<file path="config.mk">
export PLATFORM = sky130hd
export DESIGN_NAME = revision_name_pair_parser_top_flat
export DESIGN_NICKNAME = d
export VERILOG_FILES = /design/src/design/rnpp_pkg.sv /design/src/design/rnpp_if.sv /design/src/design/rnpp_front.sv /design/src/design/rnpp_queue.sv /design/src/design/rnpp_back.sv /design/src/design/revision_name_pair_parser_top.sv /design/src/flat_wrapper.sv
export SDC_FILE = /design/constraint.sdc
export NUM_CORES = 1
export LEC_CHECK = 0
export BUFFER_PORTS_ARGS = -buffer_cell sky130_fd_sc_hd__clkbuf_2
export CORE_ASPECT_RATIO = 0.75
export CORE_MARGIN = 8
export CORE_UTILIZATION = 55
export DETAILED_ROUTE_END_ITERATION = 10
export GPL_ROUTABILITY_DRIVEN = 0
export GPL_TIMING_DRIVEN = 1
export PLACE_DENSITY = 0.81
export SYNTH_ARGS = -nofsm -noshare
export SYNTH_HDL_FRONTEND = slang
export SYNTH_HIERARCHICAL = 1
export SYNTH_SLANG_ARGS = --single-unit
</file>
<file path="constraint.sdc">
create_clock -name i_clk -period 5.4 [get_ports i_clk]
set_input_delay 0.27 -clock i_clk [delete_from_list [all_inputs] [get_ports i_clk]]
set_output_delay 0.27 -clock i_clk [all_outputs]
set_load 0.02 [all_outputs]
</file>
<file path="src/design/rnpp_pkg.sv">
`default_nettype none

package rnpp_pkg;

    // largest revision that still parses
    localparam logic [30:0] REV_LIMIT = 31'h7FFF_FFFF;

    // reset value and ceiling of the name capacity register
    localparam logic [8:0] CAP_RESET = 9'd64;
    localparam logic [8:0] CAP_MAX   = 9'd256;

    // depth of the queue between the classifier and the parser
    localparam int QUEUE_DEPTH = 2;

    // register indexes on the configuration port
    localparam logic REG_NAME_CAPACITY = 1'b0;

    // characters the parser looks for
    localparam logic [7:0] CH_OPEN   = 8'h5B; // [
    localparam logic [7:0] CH_CLOSE  = 8'h5D; // ]
    localparam logic [7:0] CH_COMMA  = 8'h2C; // ,
    localparam logic [7:0] CH_QUOTE  = 8'h22; // "
    localparam logic [7:0] CH_BSLASH = 8'h5C; // backslash
    localparam logic [7:0] CH_SLASH  = 8'h2F; // /
    localparam logic [7:0] CH_N      = 8'h6E;
    localparam logic [7:0] CH_U      = 8'h75;
    localparam logic [7:0] CH_L      = 8'h6C;
    localparam logic [7:0] CH_T      = 8'h74;
    localparam logic [7:0] CH_R      = 8'h72;
    localparam logic [7:0] CH_B      = 8'h62;
    localparam logic [7:0] CH_F      = 8'h66;
    localparam logic [7:0] CH_ZERO   = 8'h30;
    localparam logic [7:0] CH_NINE   = 8'h39;

    // one classified text byte
    typedef struct packed {
        logic [7:0] text_byte;
        logic       is_end;
        logic       is_space;
        logic       is_digit;
        logic [3:0] digit;
        logic       esc_ok;
        logic [7:0] esc_char;
    } t_word;

    function automatic t_word classify(input logic [7:0] c);
        t_word w;
        logic [7:0] d;
        d          = c - CH_ZERO;
        w.text_byte = c;
        w.is_end    = (c == 8'd0);
        w.is_space  = (c == 8'd32) || (c == 8'd9) || (c == 8'd10) || (c == 8'd13);
        w.is_digit  = (c >= CH_ZERO) && (c <= CH_NINE);
        w.digit     = d[3:0];
        w.esc_ok    = 1'b1;
        unique case (c) inside
            CH_QUOTE, CH_BSLASH, CH_SLASH: w.esc_char = c;
            CH_N:    w.esc_char = 8'd10;
            CH_T:    w.esc_char = 8'd9;
            CH_R:    w.esc_char = 8'd13;
            CH_B:    w.esc_char = 8'd8;
            CH_F:    w.esc_char = 8'd12;
            default: begin
                w.esc_char = 8'd0;
                w.esc_ok   = 1'b0;
            end
        endcase
        return w;
    endfunction

endpackage

`default_nettype wire

</file>
<file path="src/design/rnpp_if.sv">
`default_nettype none

// text byte channel
interface rnpp_in_if;
    logic       valid;
    logic       ready;
    logic [7:0] text_byte;

    modport source(output valid, output text_byte, input ready);
    modport sink(input valid, input text_byte, output ready);
endinterface

// result channel
interface rnpp_out_if;
    logic        valid;
    logic        ready;
    logic        name_byte_valid;
    logic [7:0]  name_byte;
    logic        done_res;
    logic        ok;
    logic [30:0] revision;
    logic [7:0]  name_count;

    modport source(output valid, output name_byte_valid, output name_byte,
                   output done_res, output ok, output revision, output name_count,
                   input ready);
    modport sink(input valid, input name_byte_valid, input name_byte,
                 input done_res, input ok, input revision, input name_count,
                 output ready);
endinterface

`default_nettype wire

</file>
<file path="src/design/rnpp_front.sv">
`default_nettype none

module rnpp_front (
    rnpp_in_if.sink         i_text,
    output logic            o_push,
    output rnpp_pkg::t_word o_word,
    input  logic            i_push_ready
);
    import rnpp_pkg::*;

    // classify each byte on its way into the queue
    assign o_push       = i_text.valid;
    assign o_word       = classify(i_text.text_byte);
    assign i_text.ready = i_push_ready;

endmodule

`default_nettype wire

</file>
<file path="src/design/rnpp_queue.sv">
`default_nettype none

module rnpp_queue #(
    parameter int P_DEPTH = rnpp_pkg::QUEUE_DEPTH
) (
    input  logic            i_clk,
    input  logic            i_rst_n,
    input  logic            i_push,
    input  rnpp_pkg::t_word i_word,
    output logic            o_push_ready,
    output logic            o_pop_valid,
    output rnpp_pkg::t_word o_word,
    input  logic            i_pop
);
    import rnpp_pkg::*;

    localparam int PW = (P_DEPTH > 1) ? $clog2(P_DEPTH) : 1;
    localparam int CW = $clog2(P_DEPTH + 1);
    localparam logic [PW-1:0] LAST = PW'(P_DEPTH - 1);
    localparam logic [CW-1:0] FULL = CW'(P_DEPTH);

    t_word         r_mem [P_DEPTH];
    logic [PW-1:0] r_wr_ptr, r_rd_ptr;
    logic [CW-1:0] r_count;
    logic          do_push, do_pop;

    assign o_push_ready = (r_count != FULL);
    assign o_pop_valid  = (r_count != '0);
    assign o_word       = r_mem[r_rd_ptr];
    assign do_push      = i_push && o_push_ready;
    assign do_pop       = i_pop && o_pop_valid;

    always_ff @(posedge i_clk) begin
        if (do_push) begin
            r_mem[r_wr_ptr] <= i_word;
        end
    end

    always_ff @(posedge i_clk) begin
        if (!i_rst_n) begin
            r_wr_ptr <= '0;
            r_rd_ptr <= '0;
            r_count  <= '0;
        end else begin
            if (do_push) begin
                r_wr_ptr <= (r_wr_ptr == LAST) ? '0 : r_wr_ptr + 1'b1;
            end
            if (do_pop) begin
                r_rd_ptr <= (r_rd_ptr == LAST) ? '0 : r_rd_ptr + 1'b1;
            end
            if (do_push && !do_pop) begin
                r_count <= r_count + 1'b1;
            end else if (do_pop && !do_push) begin
                r_count <= r_count - 1'b1;
            end
        end
    end

endmodule

`default_nettype wire

</file>
<file path="src/design/rnpp_back.sv">
`default_nettype none

module rnpp_back (
    input  logic            i_clk,
    input  logic            i_rst_n,
    input  logic [8:0]      i_capacity,
    input  logic            i_word_valid,
    input  rnpp_pkg::t_word i_word,
    output logic            o_word_pop,
    rnpp_out_if.source      o_result
);
    import rnpp_pkg::*;

    localparam logic [3:0] PH_OPEN      = 4'd0;
    localparam logic [3:0] PH_REV_START = 4'd1;
    localparam logic [3:0] PH_REV       = 4'd2;
    localparam logic [3:0] PH_AFTER_REV = 4'd3;
    localparam logic [3:0] PH_VALUE     = 4'd4;
    localparam logic [3:0] PH_NULL      = 4'd5;
    localparam logic [3:0] PH_CLOSE     = 4'd6;
    localparam logic [3:0] PH_NAME      = 4'd7;
    localparam logic [3:0] PH_ESC       = 4'd8;

    logic [3:0]  r_phase, n_phase;
    logic [30:0] r_rev, n_rev;
    logic [7:0]  r_count, n_count;
    logic [1:0]  r_null_pos, n_null_pos;
    logic        r_discard, n_discard;

    logic        r_out_valid;
    logic        r_nbv, r_done, r_ok;
    logic [7:0]  r_nb, r_cnt;
    logic [30:0] r_out_rev;

    logic        emit, done, good;
    logic [7:0]  ch, c, want, cnt_out;
    logic [8:0]  cap, next_len;
    logic [34:0] rev_x10;

    assign c = i_word.text_byte;
    assign o_word_pop = i_word_valid && (!r_out_valid || o_result.ready);

    // clamp capacity into 1..256
    always_comb begin
        if (i_capacity == 9'd0) begin
            cap = 9'd1;
        end else if (i_capacity > CAP_MAX) begin
            cap = CAP_MAX;
        end else begin
            cap = i_capacity;
        end
    end

    assign rev_x10  = {1'b0, r_rev, 3'b000} + {3'b000, r_rev, 1'b0} + {31'd0, i_word.digit};
    assign next_len = {1'b0, r_count} + 9'd1;
    assign want     = (r_null_pos == 2'd1) ? CH_U : CH_L;

    always_comb begin
        n_phase    = r_phase;
        n_rev      = r_rev;
        n_count    = r_count;
        n_null_pos = r_null_pos;
        n_discard  = r_discard;
        emit       = 1'b0;
        done       = 1'b0;
        good       = 1'b0;
        ch         = 8'd0;

        if (r_discard) begin
            if (i_word.is_end) begin
                n_phase    = PH_OPEN;
                n_rev      = '0;
                n_count    = '0;
                n_null_pos = '0;
                n_discard  = 1'b0;
            end
        end else if (i_word.is_end) begin
            done = 1'b1;
        end else begin
            unique case (r_phase) inside
                PH_OPEN: begin
                    if (c == CH_OPEN) begin
                        n_phase = PH_REV_START;
                    end else if (!i_word.is_space) begin
                        done = 1'b1;
                    end
                end
                PH_REV_START: begin
                    if (i_word.is_digit) begin
                        n_rev   = {27'd0, i_word.digit};
                        n_phase = PH_REV;
                    end else if (!i_word.is_space) begin
                        done = 1'b1;
                    end
                end
                PH_REV, PH_AFTER_REV: begin
                    if (r_phase == PH_REV && i_word.is_digit) begin
                        if (rev_x10 > {4'd0, REV_LIMIT}) begin
                            done = 1'b1;
                        end else begin
                            n_rev = rev_x10[30:0];
                        end
                    end else if (c == CH_CLOSE) begin
                        done = 1'b1;
                        good = 1'b1;
                    end else if (c == CH_COMMA) begin
                        n_phase = PH_VALUE;
                    end else if (i_word.is_space) begin
                        n_phase = PH_AFTER_REV;
                    end else begin
                        done = 1'b1;
                    end
                end
                PH_VALUE: begin
                    if (c == CH_N) begin
                        n_null_pos = 2'd1;
                        n_phase    = PH_NULL;
                    end else if (c == CH_QUOTE) begin
                        n_phase = PH_NAME;
                    end else if (!i_word.is_space) begin
                        done = 1'b1;
                    end
                end
                PH_NULL: begin
                    if (c != want) begin
                        done = 1'b1;
                    end else if (r_null_pos == 2'd3) begin
                        n_null_pos = 2'd0;
                        n_phase    = PH_CLOSE;
                    end else begin
                        n_null_pos = r_null_pos + 2'd1;
                    end
                end
                PH_CLOSE: begin
                    if (c == CH_CLOSE) begin
                        done = 1'b1;
                        good = 1'b1;
                    end else if (!i_word.is_space) begin
                        done = 1'b1;
                    end
                end
                PH_NAME: begin
                    if (c == CH_QUOTE) begin
                        n_phase = PH_CLOSE;
                    end else if (c == CH_BSLASH) begin
                        n_phase = PH_ESC;
                    end else begin
                        emit = 1'b1;
                        ch   = c;
                    end
                end
                PH_ESC: begin
                    n_phase = PH_NAME;
                    if (i_word.esc_ok) begin
                        emit = 1'b1;
                        ch   = i_word.esc_char;
                    end else begin
                        done = 1'b1;
                    end
                end
                default: begin
                    done = 1'b1;
                end
            endcase

            // name length check
            if (emit) begin
                if (next_len >= cap) begin
                    emit = 1'b0;
                    ch   = 8'd0;
                    done = 1'b1;
                end else begin
                    n_count = next_len[7:0];
                end
            end
        end

        cnt_out = n_count;

        // end of string restarts at once, any other deciding byte starts a discard
        if (done) begin
            if (i_word.is_end) begin
                n_phase    = PH_OPEN;
                n_rev      = '0;
                n_count    = '0;
                n_null_pos = '0;
                n_discard  = 1'b0;
            end else begin
                n_discard = 1'b1;
            end
        end
    end

    always_ff @(posedge i_clk) begin
        if (!i_rst_n) begin
            r_phase     <= PH_OPEN;
            r_rev       <= '0;
            r_count     <= '0;
            r_null_pos  <= '0;
            r_discard   <= 1'b0;
            r_out_valid <= 1'b0;
        end else begin
            if (o_word_pop) begin
                r_phase    <= n_phase;
                r_rev      <= n_rev;
                r_count    <= n_count;
                r_null_pos <= n_null_pos;
                r_discard  <= n_discard;
            end
            if (o_word_pop) begin
                r_out_valid <= 1'b1;
            end else if (o_result.ready) begin
                r_out_valid <= 1'b0;
            end
        end
    end

    always_ff @(posedge i_clk) begin
        if (o_word_pop) begin
            r_nbv     <= emit;
            r_nb      <= ch;
            r_done    <= done;
            r_ok      <= done && good;
            r_out_rev <= (done && good) ? r_rev : 31'd0;
            r_cnt     <= cnt_out;
        end
    end

    assign o_result.valid           = r_out_valid;
    assign o_result.name_byte_valid = r_nbv;
    assign o_result.name_byte       = r_nb;
    assign o_result.done_res        = r_done;
    assign o_result.ok              = r_ok;
    assign o_result.revision        = r_out_rev;
    assign o_result.name_count      = r_cnt;

endmodule

`default_nettype wire

</file>
<file path="src/design/revision_name_pair_parser_top.sv">
`default_nettype none

// Parses text of the form [revision], [revision,null] or [revision,"name"],
// one byte per word on i_text, and gives exactly one result word on o_result
// for every text word. It takes one byte per cycle, back to back, while the
// queue has room: the classifier feeds a small queue (P_QUEUE_DEPTH words)
// and the parser drains it into a single output register, so a new byte is
// taken while the last result still waits. A text word passes the queue and
// then the output register. Name bytes come out as they are decoded; the
// deciding byte gives done_res with ok and, on success, the revision. After a
// decision everything up to and including the zero byte is swallowed, then
// parsing starts over. The name capacity register (address 0, 9 bits, reset
// 64) must only be written while the block is idle.
module revision_name_pair_parser_top #(
    parameter int P_QUEUE_DEPTH = rnpp_pkg::QUEUE_DEPTH
) (
    input  logic        i_clk,
    input  logic        i_rst_n,
    rnpp_in_if.sink     i_text,
    rnpp_out_if.source  o_result,
    // apb configuration port
    input  logic        psel,
    input  logic        penable,
    input  logic        pwrite,
    input  logic [2:0]  paddr,
    input  logic [31:0] pwdata,
    output logic [31:0] prdata,
    output logic        pready
);
    import rnpp_pkg::*;

    logic       r_capacity;
    logic [8:0] r_cap;

    logic  push, push_ready, pop_valid, pop;
    t_word push_word, pop_word;

    // register file: only the name capacity lives here
    assign pready = 1'b1;
    assign prdata = (paddr[2] == REG_NAME_CAPACITY) ? {23'd0, r_cap} : 32'd0;

    always_ff @(posedge i_clk) begin
        if (!i_rst_n) begin
            r_cap      <= CAP_RESET;
            r_capacity <= 1'b0;
        end else begin
            // r_capacity marks that the register has been written since reset
            if (psel && penable && pwrite && pready
                && paddr[2] == REG_NAME_CAPACITY) begin
                r_cap      <= pwdata[8:0];
                r_capacity <= 1'b1;
            end
        end
    end

    // front: classify each byte
    rnpp_front u_front (
        .i_text       (i_text),
        .o_push       (push),
        .o_word       (push_word),
        .i_push_ready (push_ready)
    );

    // queue between classifier and parser
    rnpp_queue #(
        .P_DEPTH (P_QUEUE_DEPTH)
    ) u_queue (
        .i_clk        (i_clk),
        .i_rst_n      (i_rst_n),
        .i_push       (push),
        .i_word       (push_word),
        .o_push_ready (push_ready),
        .o_pop_valid  (pop_valid),
        .o_word       (pop_word),
        .i_pop        (pop)
    );

    // back: parser state and result register
    rnpp_back u_back (
        .i_clk        (i_clk),
        .i_rst_n      (i_rst_n),
        .i_capacity   (r_capacity ? r_cap : CAP_RESET),
        .i_word_valid (pop_valid),
        .i_word       (pop_word),
        .o_word_pop   (pop),
        .o_result     (o_result)
    );

endmodule

`default_nettype wire

</file>
<file path="src/flat_wrapper.sv">
// flat-port wrapper written by rule: the top's interface ports become plain ports
module revision_name_pair_parser_top_flat import rnpp_pkg::*;
#(
    parameter int P_QUEUE_DEPTH = rnpp_pkg::QUEUE_DEPTH
)
  (i_clk, i_rst_n, psel, penable, pwrite, paddr, pwdata, prdata, pready, i_text_valid, i_text_text_byte, i_text_ready, o_result_valid, o_result_name_byte_valid, o_result_name_byte, o_result_done_res, o_result_ok, o_result_revision, o_result_name_count, o_result_ready);
  rnpp_in_if i_text_i ();
  rnpp_out_if o_result_i ();
  input  logic i_clk;
  input  logic i_rst_n;
  input  logic psel;
  input  logic penable;
  input  logic pwrite;
  input  logic [2:0] paddr;
  input  logic [31:0] pwdata;
  output logic [31:0] prdata;
  output logic pready;
  input wire logic [$bits(i_text_i.valid)-1:0] i_text_valid;
  input wire logic [$bits(i_text_i.text_byte)-1:0] i_text_text_byte;
  output wire logic [$bits(i_text_i.ready)-1:0] i_text_ready;
  output wire logic [$bits(o_result_i.valid)-1:0] o_result_valid;
  output wire logic [$bits(o_result_i.name_byte_valid)-1:0] o_result_name_byte_valid;
  output wire logic [$bits(o_result_i.name_byte)-1:0] o_result_name_byte;
  output wire logic [$bits(o_result_i.done_res)-1:0] o_result_done_res;
  output wire logic [$bits(o_result_i.ok)-1:0] o_result_ok;
  output wire logic [$bits(o_result_i.revision)-1:0] o_result_revision;
  output wire logic [$bits(o_result_i.name_count)-1:0] o_result_name_count;
  input wire logic [$bits(o_result_i.ready)-1:0] o_result_ready;
  assign i_text_i.valid = i_text_valid;
  assign i_text_i.text_byte = i_text_text_byte;
  assign i_text_ready = i_text_i.ready;
  assign o_result_valid = o_result_i.valid;
  assign o_result_name_byte_valid = o_result_i.name_byte_valid;
  assign o_result_name_byte = o_result_i.name_byte;
  assign o_result_done_res = o_result_i.done_res;
  assign o_result_ok = o_result_i.ok;
  assign o_result_revision = o_result_i.revision;
  assign o_result_name_count = o_result_i.name_count;
  assign o_result_i.ready = o_result_ready;
  revision_name_pair_parser_top #(.P_QUEUE_DEPTH(P_QUEUE_DEPTH)) u_core (.i_clk(i_clk), .i_rst_n(i_rst_n), .i_text(i_text_i), .o_result(o_result_i), .psel(psel), .penable(penable), .pwrite(pwrite), .paddr(paddr), .pwdata(pwdata), .prdata(prdata), .pready(pready));
endmodule
</file>
==> results_dict.tcl, run 1 <==
set metrics [dict create \
    grt-ovfl-total 0 \
    vias 8090 \
    fin_crit_ns 4.82 \
    powerDensity_nw_per_um2 350 \
    cts_root_buf "clkbuf_16" \
    hp-class "in2reg" \
    ir_worst_vdd_uv 280 \
    p_comb_share_pct 27.0 \
    boundaryPins 135 \
    start_util_pct 55.8 \
    clk_path_buf_depth 2 \
    finalSetupViolations 0 \
    syn2layout_area_growth_pct 9.00 \
    cts_made_buffers 17 \
    p_leak_nw 4.44 \
    fin_skew_ns 0.00871 \
    wl_mm 23.0 \
    p_int_w 0.00252 \
    dp_hpwl_mm 16.2 \
    rsz0062_at_grt "no" \
    period_share_pct 89.3 \
    cp.required_ns 5.77 \
    synth_top_area_cell "edfxtp_1" \
    ctsHoldBuffers 0 \
    synth_top_family_by_area "compound AO/OA/AOI/OAI gates" \
    hold_viol_final 0 \
    synth-simple-area-share_pct 17.6 \
    slew-limit-headroom_pct 23.8 \
    grt_pass1_wl_mm 38.7 \
    coreArea_um2 18400 \
    cp_data_arrival_time_ns 5.20 \
    netSwitchingPower_w 0.00140 \
    die_w_um 174 \
    clkLatencyLatePin_ns 0.43 \
    ff2ff_path_depth 15 \
    netSwitchingFraction_pct 35.7 \
    r2r-end "u_core/u_back/r_rev[24]" \
    busiest_layer "met2" \
    drt_iter0_markers 846 \
    grt_util_met2_pct 30.3 \
    path_max_fanout 26 \
    clk_pin_slew_worst_paths_ns 0.07 \
    muxShareOfSynthArea_pct 3.95 \
    fmax_mhz 207 \
    cts_tree "built" \
    synth_seq_cells 160 \
    antenna_found_initial 0 \
    die_area_um2 23300 \
    layout-drive-gt1-share_pct 17.3 \
    synth_xor_area_share_pct 3.24 \
    yosysUniqueCellTypes 94 \
    first_global_vias 7737 \
    dp.cells 1305 \
    clkPwrFrac_pct 30.4 \
    post-cts-setup-buffers 0 \
    synth_top_area_share_pct 28.7 \
    ys_seq_area_share_pct 40.8 \
    syn_inst 1033 \
    slew_viol_final 0 \
    row_count 43 \
    r2r_slack_ns 0.58 \
    viasPerCell 6.05 \
    yosys-top-cells-area "edfxtp_1, dfxtp_1, ha_1" \
    synth_edf_count 98 \
    cp-start-kind "register" \
    synth-compound-area-share_pct 18.6 \
    n_antenna_cell 0 \
    avgSynthCellArea_um2 9.93 \
    ant_nets 0 \
    cap_violations 0 \
    final_cells 1337 \
    fp.dieH_um 134 \
    dp_slack_ns 0.669 \
    worst_slew_pin_slew_ns 1.14 \
    cp-end-kind "register" \
    cts_sinks 160 \
    status "completed" \
    fin_nets 1203 \
    synthArstFlopShare_pct 0 \
    met1_usage_pct 27.2 \
    synthAdderAreaFrac_pct 9.51 \
    drc 0 \
    ys_warn_count 6 \
    htreeDepth 4 \
    port_buffers 85 \
    syn-cell-area_um2 10300 \
    fin_setup_tns_ns 0 \
    crit_type "reg2reg" \
    cts_resized 0 \
    crit_path_end "u_core/u_back/r_rev[24]" \
    grt_start_max_net_pins 55 \
    seqPwrFrac_pct 42.7 \
    dr.pass1.iters 5 \
    post_drt_wl_per_cell_um 17.2 \
    setup_ws_ns 0.576 \
    track_usage_pct 19.9 \
    synth_ff_type "edfxtp_1" \
    met3_usage_pct 4.30 \
]
## cells in the final DEF, fill, tap and decap left out, types with 7 or more instances in the layout
cell,instances
nand2b_1,11
a31oi_1,8
mux2_2,26
inv_1,28
nand2_1,97
a21o_1,8
inv_8,7
o21a_1,8
and2b_2,9
nor3_1,26
xor2_1,13
nand3_1,20
edfxtp_1,98
o311ai_0,10
o21ai_0,41
conb_1,25
nand4_1,8
a21oi_1,59
or3_1,11
dfxtp_1,62
xnor2_1,25
a22o_1,24
clkbuf_16,17
clkbuf_2,85
mux2i_1,9
ha_1,74
a22oi_1,9
o211ai_1,14
and2_1,49
nor2_1,55
o22ai_1,9
## Yosys cell counts (all sizes together) (11+ instances only)
master  instances
inv            29
nor3           27
dfxtp          62
xnor2          25
buf            57
nor2           55
and2           50
o311ai         12
ha             74
a22o           24
o211ai         14
a21oi          59
o21ai          47
clkbuf         30
or3            11
edfxtp         98
nand2          98
xor2           13
nand3          20
nand2b         12
mux2           26
## kinds of logic (layout without fill, tap and decap cells)
| family | after synthesis | after routing |
|---|---|---|
| other | 3 | 25 |
| AND/OR/NAND/NOR | 340 | 340 |
| XOR/XNOR | 38 | 38 |
| buffers and inverters | 117 | 152 |
| AO/OA/AOI/OAI | 262 | 262 |
| adder cells (fa/ha/maj) | 77 | 77 |
| multiplexers | 36 | 36 |
| flip-flops | 160 | 160 |
## per-stage QoR
step | hold WS (ns) | total power [W] | instance area [um2] | utilization [%]
floorplan | 0.392 | 0.00245 | 10300 | -
global placement | 0.455 | 0.00273 | 10600 | 57.6
detailed placement | 0.458 | 0.00275 | 10600 | 57.6
CTS | 0.0430 | 0.00395 | 11200 | 60.8
global route | 0.0568 | 0.00410 | 11200 | 60.8
finish | 0.0551 | 0.00392 | 11200 | 60.8
## power groups by stage
stage / logic, W / clock network, W / registers [W]
2_1_floorplan: 0.000562 / 0 / 0.00188
3_3_place_gp: 0.00104 / 0 / 0.00169
3_5_place_dp: 0.00105 / 0 / 0.00170
4_1_cts: 0.00106 / 0.00121 / 0.00167
5_1_grt: 0.00114 / 0.00126 / 0.00170
6_report: 0.00106 / 0.00119 / 0.00167
## layout make-up
cell class	instances	area, um2
fillers	1544	7220
multi-input cells	778	5530
clock buffers	17	425
inverters	30	113
flip-flops and latches	160	4180
clock inverters	15	163
well taps	247	309
repair buffers	90	463
## layer usage
layer	wire length [um]	up-vias
met2	10000	358
li1	-	3876
met4	570	0
met1	10700	3803
met3	1760	53
met5	0	-
## how the worst min path moves through the flow
stage | start | slack (ns) | endpoint | depth (start not counted)
floorplan | i_rst_n | 0.39 | register | 1
global placement | u_core/r_cap[7] | 0.46 | u_core/r_cap[7] | 2
detailed placement | u_core/r_cap[7] | 0.46 | u_core/r_cap[7] | 2
CTS | pwdata[0] | 0.04 | u_core/r_cap[0] | 3
global route | pwdata[4] | 0.06 | u_core/r_cap[4] | 3
finish | pwdata[0] | 0.06 | u_core/r_cap[0] | 3
## state kept, by name (all words and copies together), names as in the netlist, 4 cells and up, named ones only
name / count
u_core/u_queue/r_mem: 48
u_core/u_back/o_result.revision: 31
u_core/u_back/r_rev: 31
u_core/r_cap: 9
u_core/u_back/o_result.name_byte: 8
u_core/u_back/o_result.name_count: 8
u_core/u_back/r_count: 8
u_core/u_back/r_phase: 4
## critical path: stages, from the launching register on
cell     delay, ns
dfxtp_1       0.36
buf_4         0.31
mux2_2        0.23
ha_1          0.15
ha_1          0.22
inv_1         0.08
fa_1          0.42
nor2b_1       0.20
o31ai_2       0.13
a32oi_2       0.32
a41oi_2       0.28
o41ai_1       0.56
mux2i_4       0.17
nand4_4       0.18
o21a_1        0.87
a22o_1        0.28
No activity file was read; power rests on OpenSTA's default activity.
==> run 2: changes to the inputs <==
CELL_PAD_IN_SITES_DETAIL_PLACEMENT = 0   (was unset)
CELL_PAD_IN_SITES_GLOBAL_PLACEMENT = 1   (was unset)
CORE_UTILIZATION = 46   (was 55)
PLACE_DENSITY = 0.85   (was 0.81)
==> results_dict.tcl, run 2 (synthesis results as in run 1) <==
set metrics [dict create \
    ctsHoldBuffers 0 \
    finalSetupViolations 0 \
    vias 7938 \
    fin_skew_ns 0.0179 \
    cts_sinks 160 \
    worst_slew_pin_slew_ns 1.13 \
    fin_crit_ns 4.88 \
    layout-drive-gt1-share_pct 17.4 \
    fillCellCount 2053 \
    grt_pass1_wl_mm 38.9 \
    fin_nets 1204 \
    wl_mm 23.7 \
    ir_worst_vdd_uv 214 \
    slew-limit-headroom_pct 24.4 \
    row_count 47 \
    p_leak_nw 4.44 \
    post_drt_wl_per_cell_um 17.1 \
    n_antenna_cell 0 \
    htreeDepth 4 \
    fmax_mhz 205 \
    fin_setup_tns_ns 0 \
    cts_resized 0 \
    final_common_cell "edfxtp_1" \
    port_buffers 85 \
    track_usage_pct 17.0 \
    grt_start_max_net_pins 55 \
    dpl_cell_area_um2 10700 \
    clk_path_buf_depth 2 \
    final_cells 1385 \
    clk_pin_slew_worst_paths_ns 0.07 \
    die_area_um2 27400 \
    dp_hpwl_mm 17.1 \
    layout_common_cells "edfxtp_1, nand2_1, clkbuf_2" \
    coreArea_um2 22000 \
    status "completed" \
    slew_viol_final 0 \
    hold_viol_final 0 \
    cts_made_buffers 17 \
    power.total_w 0.00393 \
    regMostFlops "u_core/u_queue/r_mem" \
    period_share_pct 90.3 \
    drt_iter0_markers 672 \
    whs_ns 0.0540 \
    largest_reg_flops 48 \
    cp-start-kind "register" \
    cap_violations 0 \
    clkLatencyLatePin_ns 0.44 \
    crit_type "reg2reg" \
    antenna_found_initial 0 \
    rsz0062_at_grt "no" \
    post-cts-setup-buffers 0 \
    cp.required_ns 5.78 \
    die_w_um 188 \
    start_util_pct 46.6 \
    first_global_vias 7599 \
    dr.pass1.iters 5 \
    viasPerCell 5.73 \
    hp-class "in2reg" \
    fp.dieH_um 145 \
    cp_data_arrival_time_ns 5.25 \
    design_area_um2 11300 \
    dp.cells 1353 \
    ant_nets 0 \
    drc 0 \
    boundaryPins 135 \
    syn2layout_area_growth_pct 9.70 \
    cp-end-kind "register" \
    path_max_fanout 26 \
    grt-ovfl-total 0 \
    cts_root_buf "clkbuf_16" \
    cts_tree "built" \
    powerDensity_nw_per_um2 350 \
]
-- run 2: report_power, final --
group / leakage [nW] / total [W] / internal, W / switching (W)
clock: 0.286 / 0.00120 / 0.000620 / 0.000575
combinational: 2.71 / 0.00107 / 0.000319 / 0.000747
sequential: 1.45 / 0.00167 / 0.00158 / 0.0000961
total: 4.44 / 0.00393 / 0.00252 / 0.00142
-- run 2: layer usage --
layer | track usage (%) | vias to the layer above | wire (um)
met5 | 0 | - | 0
met4 | 4.84 | 0 | 303
li1 | - | 3895 | -
met2 | 25.1 | 226 | 10300
met1 | 24.7 | 3797 | 11800
met3 | 3.54 | 20 | 1290
-- run 2: layout make-up --
cell class | instances | area (um2) | share of cell area, %
multi-input combinational | 778 | 5530 | 49.1
sequential | 160 | 4180 | 37.2
timing repair buffer | 91 | 470 | 4.18
clock buffer | 17 | 425 | 3.78
tap | 294 | 368 | 3.27
clock inverter | 15 | 168 | 1.49
inverter | 30 | 113 | 1.00
-- run 2: worst paths after layout --
kind	to	depth (start not counted)	slack, ns	start
max	u_core/u_back/r_rev[6]	15	0.52	register
min	u_core/r_cap[3]	3	0.05	pwdata[3]
max reg2reg	u_core/u_back/r_rev[6]	15	0.52	register
min reg2reg	u_core/r_cap[3]	2	0.47	u_core/r_cap[3]
-- run 2: metrics by stage --
stage	utilization, %	worst slack [ns]
after CTS	51.2	0.493
after global placement	48.5	0.688
after detailed placement	48.5	0.566
after floorplan	-	1.24
after global routing	51.2	0.144
final	51.2	0.522
-- run 2: worst max-delay path, stage by stage (launching register included) --
cell,delay (ns)
dfxtp_1,0.36
buf_4,0.31
mux2_2,0.24
ha_1,0.15
ha_1,0.20
inv_1,0.07
fa_1,0.40
nor2b_1,0.20
o31ai_2,0.13
a32oi_2,0.32
a41oi_2,0.29
o41ai_1,0.61
mux2i_4,0.17
nand4_4,0.19
o21a_1,0.89
a22o_1,0.29
